[src/rrms_pkg.sv]
`timescale 1ns / 1ps
`default_nettype none
// ----------------------------------------------------------------------------
// rrms_pkg
// Shared widths, action codes and constants of the rotating range-min store.
// ----------------------------------------------------------------------------
package rrms_pkg;

    localparam int VAL_W = 30;
    localparam int POS_W = 10;
    localparam int MIN_W = 31;
    localparam int LEN_W = 11;
    localparam int ACT_W = 2;

    typedef logic [ACT_W-1:0] action_t;
    typedef logic [VAL_W-1:0] value_t;
    typedef logic [MIN_W-1:0] min_t;

    localparam action_t ACT_ROTATE = 2'd0;
    localparam action_t ACT_QUERY  = 2'd1;
    localparam action_t ACT_WRITE  = 2'd2;

    localparam min_t           EMPTY_MIN = 31'h4000_0000;
    localparam logic [LEN_W-1:0] LEN_RESET = 11'd1024;

endpackage
`default_nettype wire

[src/rrms_cell.sv]
`timescale 1ns / 1ps
`default_nettype none
// ----------------------------------------------------------------------------
// rrms_cell
// One storage cell of the circulating ring; takes the value on its input (its
// neighbor's, or the feed value for the tail cell) on every shift cycle.
// ----------------------------------------------------------------------------
module rrms_cell (
    input  wire logic            aclk,
    input  wire logic            shift_en,
    input  wire rrms_pkg::value_t data_in,
    output rrms_pkg::value_t      data_out
);
    import rrms_pkg::*;

    value_t data_reg;

    always_ff @(posedge aclk) begin
        if (shift_en) begin
            data_reg <= data_in;
        end
    end

    assign data_out = data_reg;

endmodule
`default_nettype wire

[config.mk]
export PLATFORM = sky130hd
export DESIGN_NAME = rrms_cell
export DESIGN_NICKNAME = d
export VERILOG_FILES = /design/src/rrms_pkg.sv /design/src/rrms_cell.sv
export SDC_FILE = /design/constraint.sdc
export NUM_CORES = 1
export LEC_CHECK = 0
export ABC_CLOCK_PERIOD_IN_PS = 800
export BUFFER_PORTS_ARGS = -buffer_cell sky130_fd_sc_hd__buf_2
export CAP_MARGIN = 20
export CORE_MARGIN = 1
export CORE_UTILIZATION = 39
export DETAILED_ROUTE_END_ITERATION = 12
export HOLD_SLACK_MARGIN = 0.12
export PLACE_DENSITY_LB_ADDON = 0.25
export SYNTH_ARGS = -nofsm -noshare
export SYNTH_HDL_FRONTEND = slang
export SYNTH_SLANG_ARGS = --single-unit
export TNS_END_PERCENT = 100
[constraint.sdc]
create_clock -name aclk -period 0.8 [get_ports aclk]
set_input_delay 0.04 -clock aclk [delete_from_list [all_inputs] [get_ports aclk]]
set_output_delay 0.04 -clock aclk [all_outputs]
set_load 0.02 [all_outputs]
==> reports/summary.txt <==
Overall routing resource usage - 0.169
Critical Path AT - 0.89 ns
Final WS setup - -0.133 ns
Multi-input gate area - 0 um2
H-tree Lvls - 2
Top post-synthesis cells by area - edfxtp_1
Final Max Tran Viols - 0
Die Ht - 50.1 um
Vias post-DR - 672
Total wire length - 1.93 mm
Layer with the highest usage - met2
Failing checks - setup timing
Cell area after technology mapping - 901 um2
Fmax - 1070 MHz
CP Cell Sequence - buf_6
GPL Wtd Cong - 0.616
Clock buffer depth - 2
Register area - 901 um2
Worst min-delay path class - in -> reg
Antenna diode count - 0
Crit Path Category - reg -> out
NumNets Final - 161
Nature of the critical path startpoint - register
Port Buf Inserts - 61
Worst Setup End Kind - primary output
CP top delay family - flip-flops
Status - complete, but fails checks
GR Util met1 - 0.185
Net Count, Synth - 62
Die area - 2510 um2
GR Util met2 - 0.278
Layout area overhead - 89.2%
Buf+Inv Stages, Crit Path - 1
Initial antenna violation count - 0
Die X - 50.1 um
Yosys warns - 0
Hold Crit Depth - 2
TritonCTS buffer count - 5
Grt met3 use - 0.0895
Most frequent cells in the layout - buf_2, edfxtp_1, dlygate4sd3_1, buf_6, clkbuf_4
Period minus WS final - 0.933 ns
Total grt overflow - 0
Mapped Cells - 30
First-pass GRT wire length - 2.87 mm
Layout cells sized above 1 - 0.515
Post-synthesis sequential area ratio - 1.00
Critical path's slowest cell - edfxtp_1
Largest net degree at the start of global routing - 31
Req. time, crit path - 0.76 ns
Setup Viol. Count Final - 30
Clock slew at reported path FFs - 0.09 ns
Final worst path period share - 1.17
Slew headroom - 0.897
Power density over the cells - 1900 nW/um2
Fill count - 123
Leakage - 0.728 nW
Initial Util - 0.411
# IOs - 62
WHS Endpoint - data_out[15]
Leading cell type in the layout, fill and taps excluded - buf_2
Synth unique cells - 1
Clk sinks - 30
CP max FO - 1
Rows - 17
Mapped Avg Cell Area - 30.0 um2
Initial DRT Pass Iterations - 5
Setup tns final - -2.51 ns
RSZ-0062 raised after global routing - true
Worst-margin pin slew - 0.155 ns
Vias per cell - 4.25
#MultiIn Comb - 0
Core outline area - 2190 um2
Dpl ws - 0.152 ns
Post-synth top area share - 1.00
Yosys reg bits - 30
Vias in the first global route - 633
Max incr delay on CP - 0.42 ns
Hold Fails Final Rpt - 0
Drt wl/cell - 12.2 um
DRC errors left - 0
Antenna-violating nets left - 0
Root Buffer - clkbuf_4
Hold path start - shift_en
DRT iter0 DRCs - 11
TritonCTS clock tree - done
Synth area leader - edfxtp_1
Max reg flops - 30
Peak supply drop - 1450 uV
Number of max-cap violations - 0
-- per-stage QoR --
step	util	area (um2)	total power, mW	hold slack, ns	std cells
global route	0.778	1700	3.37	0.162	158
CTS	0.741	1620	3.19	0.151	158
global placement	0.576	1260	2.31	0.216	120
detailed placement	0.576	1260	2.32	0.218	120
floorplan	-	901	2.10	0.139	30
finish	0.778	1700	3.23	0.162	158
-- metal layers --
| layer | up-vias | wire, um |
|---|---|---|
| met5 | - | 0 |
| met4 | 0 | 19 |
| met3 | 2 | 161 |
| met2 | 39 | 1070 |
| met1 | 310 | 686 |
| li1 | 321 | - |
-- Yosys cell counts --
cell,n
edfxtp_1,30
-- report_power, final --
part	internal [mW]	total, mW	switching, mW
Sequential	1.87	1.91	0.0451
Clock	0.312	0.753	0.441
Combinational	0.303	0.566	0.263
-- area by class of cell --
class,instances,share of cell area
clock buffers,5,0.0220
well taps,28,0.0206
flip-flops and latches,30,0.529
clock inverters,3,0.00661
repair buffers,92,0.422
-- worst max-delay path by stage --
| stage | end | startpoint | cells after the start | slack (ns) |
|---|---|---|---|---|
| finish | data_out[14] | data_out[14] | 1 | -0.13 |
| global route | data_out[14] | data_out[14] | 1 | -0.17 |
| CTS | data_out[14] | data_out[14] | 1 | -0.13 |
| detailed placement | data_out[26] | shift_en | 2 | 0.15 |
| global placement | data_out[23] | shift_en | 2 | 0.16 |
| floorplan | data_out[0] | data_out[0] | 0 | 0.31 |
-- cell families (layout without fill, tap and decap cells) --
family | Yosys count | count (layout) | share of synthesized area
buf+inv | 0 | 100 | 0
flops | 30 | 30 | 1.00
-- what timing repair did --
action,4_1_cts,5_1_grt
setup endpoints to repair,30,30
hold buffers,30,0
resized for setup,4,26
endpoints found under the hold margin,30,0
buffers inserted,0,0
Note: power is estimated with default switching activity, not from simulation.
