===== config.mk =====
export PLATFORM = sky130hd
export DESIGN_NAME = rrms_ctrl
export DESIGN_NICKNAME = d
export VERILOG_FILES = /design/src/rrms_pkg.sv /design/src/rrms_ctrl.sv
export SDC_FILE = /design/constraint.sdc
export NUM_CORES = 1
export LEC_CHECK = 0
export CORE_MARGIN = 4
export CORE_UTILIZATION = 25
export DETAILED_ROUTE_END_ITERATION = 7
export DONT_BUFFER_PORTS = 1
export GPL_TIMING_DRIVEN = 0
export HOLD_SLACK_MARGIN = 0.02
export SETUP_SLACK_MARGIN = 0.02
export SYNTH_ARGS = -nofsm -noshare
export SYNTH_HDL_FRONTEND = slang
export SYNTH_SLANG_ARGS = --single-unit

===== constraint.sdc =====
create_clock -name aclk -period 9.5 [get_ports aclk]
set_input_delay 0.95 -clock aclk [delete_from_list [all_inputs] [get_ports aclk]]
set_output_delay 0.95 -clock aclk [all_outputs]
set_load 0.005 [all_outputs]

===== src/rrms_pkg.sv =====
`timescale 1ns / 1ps
`default_nettype none
// ----------------------------------------------------------------------------
// rrms_pkg
// Shared widths, action codes and constants of the rotating range-min store.
// ----------------------------------------------------------------------------
package rrms_pkg;

    localparam int VAL_W = 30;
    localparam int POS_W = 10;
    localparam int MIN_W = 31;
    localparam int LEN_W = 11;
    localparam int ACT_W = 2;

    typedef logic [ACT_W-1:0] action_t;
    typedef logic [VAL_W-1:0] value_t;
    typedef logic [MIN_W-1:0] min_t;

    localparam action_t ACT_ROTATE = 2'd0;
    localparam action_t ACT_QUERY  = 2'd1;
    localparam action_t ACT_WRITE  = 2'd2;

    localparam min_t           EMPTY_MIN = 31'h4000_0000;
    localparam logic [LEN_W-1:0] LEN_RESET = 11'd1024;

endpackage
`default_nettype wire


===== src/rrms_ctrl.sv =====
`timescale 1ns / 1ps
`default_nettype none
// ----------------------------------------------------------------------------
// rrms_ctrl
// Head cell sequencer: tracks the logical position at the ring head, applies
// writes, rotates and min accumulation as positions pass, owns the length
// register and the result register.
// ----------------------------------------------------------------------------
module rrms_ctrl #(
    parameter int DEPTH = 1024
) (
    input  wire logic                       aclk,
    input  wire logic                       aresetn,
    input  wire logic                       cfg_valid,
    output logic                            cfg_ready,
    input  wire logic [rrms_pkg::LEN_W-1:0] cfg_data,
    input  wire logic                       s_valid,
    output logic                            s_ready,
    input  wire rrms_pkg::action_t          s_action,
    input  wire logic [rrms_pkg::POS_W-1:0] s_left_pos,
    input  wire logic [rrms_pkg::POS_W-1:0] s_right_pos,
    input  wire rrms_pkg::value_t           s_new_value,
    output logic                            m_valid,
    input  wire logic                       m_ready,
    output rrms_pkg::min_t                  m_min_value,
    input  wire rrms_pkg::value_t           head_value,
    output rrms_pkg::value_t                feed_value,
    output logic                            shift_en
);
    import rrms_pkg::*;

    localparam int PW = (DEPTH > 1) ? $clog2(DEPTH) : 1;
    localparam int LW = $clog2(DEPTH + 1);
    localparam int CW = (LW > LEN_W) ? LW : LEN_W;
    localparam logic [CW-1:0] DEPTH_C  = CW'(DEPTH);
    localparam logic [PW-1:0] LAST_POS = PW'(DEPTH - 1);

    typedef enum logic [2:0] {
        ST_IDLE,
        ST_WR_SEEK,
        ST_ROT_SEEK,
        ST_ROT_RUN,
        ST_QRY_RUN,
        ST_QRY_OUT
    } state_t;

    state_t           state_reg, state_next;
    logic [PW-1:0]    head_pos_reg, head_pos_next;
    logic [PW-1:0]    cnt_reg, cnt_next;
    logic [PW-1:0]    l_reg, l_next;
    logic [PW-1:0]    rc_reg, rc_next;
    value_t           val_reg, val_next;
    value_t           carry_reg, carry_next;
    value_t           capt_reg, capt_next;
    min_t             acc_reg, acc_next;
    logic [LEN_W-1:0] len_reg, len_next;
    logic             m_valid_reg, m_valid_next;
    min_t             m_min_reg, m_min_next;

    logic [CW-1:0] len_eff, l_ext, r_ext, r_clip;
    logic          span_ok, wr_ok, accept, out_free;

    assign cfg_ready   = 1'b1;
    assign s_ready     = (state_reg == ST_IDLE);
    assign accept      = s_valid && s_ready;
    assign m_valid     = m_valid_reg;
    assign m_min_value = m_min_reg;
    assign out_free    = !m_valid_reg || m_ready;
    assign shift_en    = (state_reg == ST_WR_SEEK) || (state_reg == ST_ROT_SEEK) ||
                         (state_reg == ST_ROT_RUN) || (state_reg == ST_QRY_RUN);

    always_comb begin
        len_eff = (CW'(len_reg) < DEPTH_C) ? CW'(len_reg) : DEPTH_C;
        l_ext   = CW'(s_left_pos);
        r_ext   = CW'(s_right_pos);
        r_clip  = (r_ext >= len_eff) ? (len_eff - CW'(1)) : r_ext;
        span_ok = (len_eff != '0) && (l_ext < len_eff) && (l_ext <= r_clip);
        wr_ok   = (l_ext < len_eff);
    end

    always_comb begin
        state_next    = state_reg;
        head_pos_next = head_pos_reg;
        cnt_next      = cnt_reg;
        l_next        = l_reg;
        rc_next       = rc_reg;
        val_next      = val_reg;
        carry_next    = carry_reg;
        capt_next     = capt_reg;
        acc_next      = acc_reg;
        len_next      = len_reg;
        m_valid_next  = m_valid_reg && !m_ready;
        m_min_next    = m_min_reg;
        feed_value    = head_value;

        if (cfg_valid && cfg_ready) begin
            len_next = cfg_data;
        end

        if (shift_en) begin
            head_pos_next = (head_pos_reg == LAST_POS) ? '0 : head_pos_reg + PW'(1);
        end

        unique case (state_reg)
            ST_IDLE: begin
                if (accept) begin
                    l_next   = PW'(l_ext);
                    rc_next  = PW'(r_clip);
                    val_next = s_new_value;
                    cnt_next = '0;
                    acc_next = EMPTY_MIN;
                    unique case (s_action)
                        ACT_ROTATE: state_next = span_ok ? ST_ROT_SEEK : ST_IDLE;
                        ACT_QUERY:  state_next = span_ok ? ST_QRY_RUN : ST_QRY_OUT;
                        ACT_WRITE:  state_next = wr_ok ? ST_WR_SEEK : ST_IDLE;
                        default:    state_next = ST_IDLE;
                    endcase
                end
            end
            ST_WR_SEEK: begin
                if (head_pos_reg == l_reg) begin
                    feed_value = val_reg;
                    state_next = ST_IDLE;
                end
            end
            ST_ROT_SEEK: begin
                if (head_pos_reg == rc_reg) begin
                    capt_next  = head_value;
                    state_next = ST_ROT_RUN;
                end
            end
            ST_ROT_RUN: begin
                if (head_pos_reg == l_reg) begin
                    feed_value = capt_reg;
                    carry_next = head_value;
                end else if (head_pos_reg > l_reg && head_pos_reg <= rc_reg) begin
                    feed_value = carry_reg;
                    carry_next = head_value;
                end
                if (head_pos_reg == rc_reg) begin
                    state_next = ST_IDLE;
                end
            end
            ST_QRY_RUN: begin
                if (head_pos_reg >= l_reg && head_pos_reg <= rc_reg &&
                    {1'b0, head_value} < acc_reg) begin
                    acc_next = {1'b0, head_value};
                end
                cnt_next = cnt_reg + PW'(1);
                if (cnt_reg == LAST_POS) begin
                    state_next = ST_QRY_OUT;
                end
            end
            ST_QRY_OUT: begin
                if (out_free) begin
                    m_valid_next = 1'b1;
                    m_min_next   = acc_reg;
                    state_next   = ST_IDLE;
                end
            end
            default: state_next = ST_IDLE;
        endcase
    end

    always_ff @(posedge aclk) begin
        if (!aresetn) begin
            state_reg    <= ST_IDLE;
            head_pos_reg <= '0;
            cnt_reg      <= '0;
            len_reg      <= LEN_RESET;
            m_valid_reg  <= 1'b0;
        end else begin
            state_reg    <= state_next;
            head_pos_reg <= head_pos_next;
            cnt_reg      <= cnt_next;
            len_reg      <= len_next;
            m_valid_reg  <= m_valid_next;
        end
        l_reg     <= l_next;
        rc_reg    <= rc_next;
        val_reg   <= val_next;
        carry_reg <= carry_next;
        capt_reg  <= capt_next;
        acc_reg   <= acc_next;
        m_min_reg <= m_min_next;
    end

    a_no_accept_while_shifting: assert property (
        @(posedge aclk) disable iff (!aresetn)
        shift_en |-> !s_ready
    ) else $error("input accepted while ring is busy");

    a_result_from_query: assert property (
        @(posedge aclk) disable iff (!aresetn)
        (!m_valid_reg ##1 m_valid_reg) |-> $past(state_reg == ST_QRY_OUT)
    ) else $error("result beat raised outside query completion");

    a_result_bounded: assert property (
        @(posedge aclk) disable iff (!aresetn)
        m_valid_reg |-> (m_min_reg <= EMPTY_MIN)
    ) else $error("result above empty sentinel");

    a_rotate_ends_at_right: assert property (
        @(posedge aclk) disable iff (!aresetn)
        (state_reg == ST_ROT_RUN && head_pos_reg == rc_reg) |=> (state_reg == ST_IDLE)
    ) else $error("rotate did not finish at the right end");

    a_head_in_range: assert property (
        @(posedge aclk) disable iff (!aresetn)
        head_pos_reg <= LAST_POS
    ) else $error("head position out of range");

endmodule
`default_nettype wire


==> metrics.md <==
| Metric | Value |
|---|---|
| Fillers | 4,051 |
| IO Pins | 163 |
| Register area share after synthesis | 0.583 |
| Post-CTS Resized | 0 |
| Crit path launch type | flop |
| Slew margin rel. | 0.287 |
| Pre-antenna DRT Iters | 7 |
| Antenna violations before repair | 0 |
| RSZ-0062 raised after global routing | false |
| Vias | 6,671 |
| Worst EP arrival | 5.52 ns |
| TritonCTS Buffers | 24 |
| Nets | 1,012 |
| CTS tree | built |
| Die area | 43,500 µm² |
| Hold Slack | between 0.4 and 0.5 ns |
| First-pass GRT wire length | between 40 and 50 mm |
| Final hold violations | 0 |
| Area Growth Syn to Fin | 15.3% |
| # setup viols final | 0 |
| Ys flop type | edfxtp_1 |
| Gr usage total | 0.118 |
| Register area | approximately 5900 µm² |
| PnR worst setup slack | 4.38 ns |
| Post-Route WL | 26.8 mm |
| Most common cell after layout, fill and taps aside | edfxtp_1 |
| Cell Area, Synth | 10,100 µm² |
| Chip width | roughly 210 µm |
| Vias in the first global route | 6,693 |
| Setup Skew | 0.0254 ns |
| HP Class | flop to flop |
| FFs w/ async S/R, synth | 0 |
| CTS clk-pin slew, worst paths | 0.06 ns |
| Leak | 4.35 nW |
| N_diodes | 0 |
| Port bufs | 0 |
| Sink Count | 207 |
| Pre-CTS WS | 4.45 ns |
| Worst vdd ir | ~0.13 mV |
| Kind of critical path | flop to flop |
| Period utilization | 0.539 |
| Critical-path maximum fanout | 10 |
| Period minus WS final | 5.12 ns |
| Post-DR wirelength/cell | ~20 µm |
| Area occupied by multi-input gates | 3840 µm² |
| Layout cell share with drive strength beyond 1 | 0.0811 |
| GRT Residual Overflow | 0 |
| Worst slew pin tran | 1.06 ns |
| Setup Buffers After CTS | 0 |
| Chip Height | 209 µm |
| Post-synth EDFFs | about 170 |
| R2R Setup Slk | 4.38 ns |
| Vias per cell | 4.85 |
| Maxcap violations | 0 |
| H-tree Lvls | 1 |
| YS warnings | 0 |
| Clock Tree Root | clkbuf_16 |
| Core ar. | 39,700 µm² |
| Syn Inst Count | about 800 |
| RePlAce Congestion | 0.837 |
| Number of synthesized register bits | 207 |
| Clk Latency, worst-skew pair | roughly 0.54 ns |
| Initial core utilization | 0.253 |
| DRC viols | 0 |
| Slew Viols, Final | 0 |
| Pwr dens | ~210 nW/µm² |
| Clock buffer depth | 3 |
| Hold buffers post-CTS | 0 |
| Hpwl dp | 20.0 mm |
| Starting DRC count in detailed routing | 482 |
| Setup TNS | 0 ns |
| Final ANT Viol Nets | 0 |
| Max Fclk | between 150 and 200 MHz |
| Total chip power | around 2.5 mW |
| Largest net degree at the start of global routing | 32 |
| Crit end category | flop |
| # rows | 73 |
| Mean post-synth cell area | roughly 13 µm² |
| Most frequent cells in the layout | 172 x edfxtp_1, 81 x ha_1, 59 x inv_1, 39 x and3_1, 38 x nor2_1 |
| Outcome | complete, no violations |
| Syn Nets | ~980 |
| Unique masters post-synth | 62 |
| CP required | 9.91 ns |
## routing by layer
metal  vias to the layer above  share of wire  track usage
met5                         -              0            0
met4                         0          0.017       0.0187
met3                        39          0.095       0.0401
met2                       245           0.47        0.199
met1                      3242           0.41        0.151
li1                       3145              -            -
## path summary, 6_finish.rpt
check,from,to,depth (start not counted)
setup reg to reg,len_reg[10],state_reg[1],19
hold / removal,acc_reg[0],m_min_value[0],0
hold reg to reg,acc_reg[0],m_min_value[0],0
setup / recovery,len_reg[10],state_reg[1],19
## layout make-up
| type | count | area share |
|---|---|---|
| multi-input cells | 500 | 0.332 |
| inverters | 62 | 0.0201 |
| clock inverters | 9 | 0.00756 |
| flip-flops and latches | 207 | 0.506 |
| plain buffers | 30 | 0.0121 |
| repair buffers | 8 | 0.00972 |
| clock buffers | 35 | 0.0562 |
| well taps | 525 | 0.0567 |
## power by group
part	leakage, nW	internal [mW]	switching [mW]
logic	2.11	0.152	0.272
clock network	0.352	0.506	0.368
registers	1.89	1.13	0.0459
## logic make-up after synthesis
| family | after synthesis | synth area share |
|---|---|---|
| DFF | 207 | 0.583 |
| adders and majority gates | 81 | 0.101 |
| buffers and inverters | 92 | 0.0371 |
| other | 1 | 0.000373 |
| xor gates and xnor gates | 14 | 0.0122 |
| muxes | 30 | 0.0311 |
| and+or+nand+nor | 198 | 0.105 |
| AOI/OAI and AO/OA | 176 | 0.130 |
## per-stage QoR
step	utilization	cell area (µm²)	cells
floorplan	-	10100	799
global placement	0.270	10700	1324
detailed placement	0.273	10900	1332
CTS	0.292	11600	1376
global route	0.292	11600	1376
finish	0.292	11600	1376
## cell usage after synthesis (all sizes together) (3+ instances only)
cell,instances,share of area
nand2b,8,0.0050
edfxtp,172,0.51
nand2,37,0.014
nor3b,4,0.0035
o21ai,26,0.013
or3,5,0.0036
a21o,9,0.0067
a31oi,5,0.0031
nand3,18,0.0090
a21oi,35,0.018
buf,10,0.0065
nor3,9,0.0050
inv,61,0.023
o211ai,7,0.0052
and3,40,0.025
xnor2,8,0.0070
nor4,7,0.0044
ha,81,0.10
dfxtp,35,0.070
a22o,29,0.025
nand3b,3,0.0022
mux2,10,0.011
o2111ai,3,0.0026
o21a,6,0.0045
a311oi,3,0.0026
mux2i,20,0.020
and4,4,0.0035
clkbuf,20,0.0075
a221o,30,0.030
a211oi,3,0.0022
nor2,39,0.015
nor2b,8,0.0050
xor2,6,0.0052
nand4,11,0.0068
## critical path: stages (launching register included)
cell      delay [ns]
dfxtp_1         0.38
inv_1           0.18
clkbuf_1        0.39
nand2_1         0.17
inv_1           0.10
ha_1            0.22
nand2b_1        0.14
a21o_1          0.17
a21oi_1         0.17
o21ai_0         0.16
a21oi_2         0.49
buf_2           0.41
mux2i_1         0.32
ha_1            0.28
and3_1          0.19
nand2_1         0.07
o21ai_0         0.07
o41ai_1         0.70
nor4_1          0.13
o2111a_1        0.27
No activity file was read; power rests on OpenSTA's default activity.
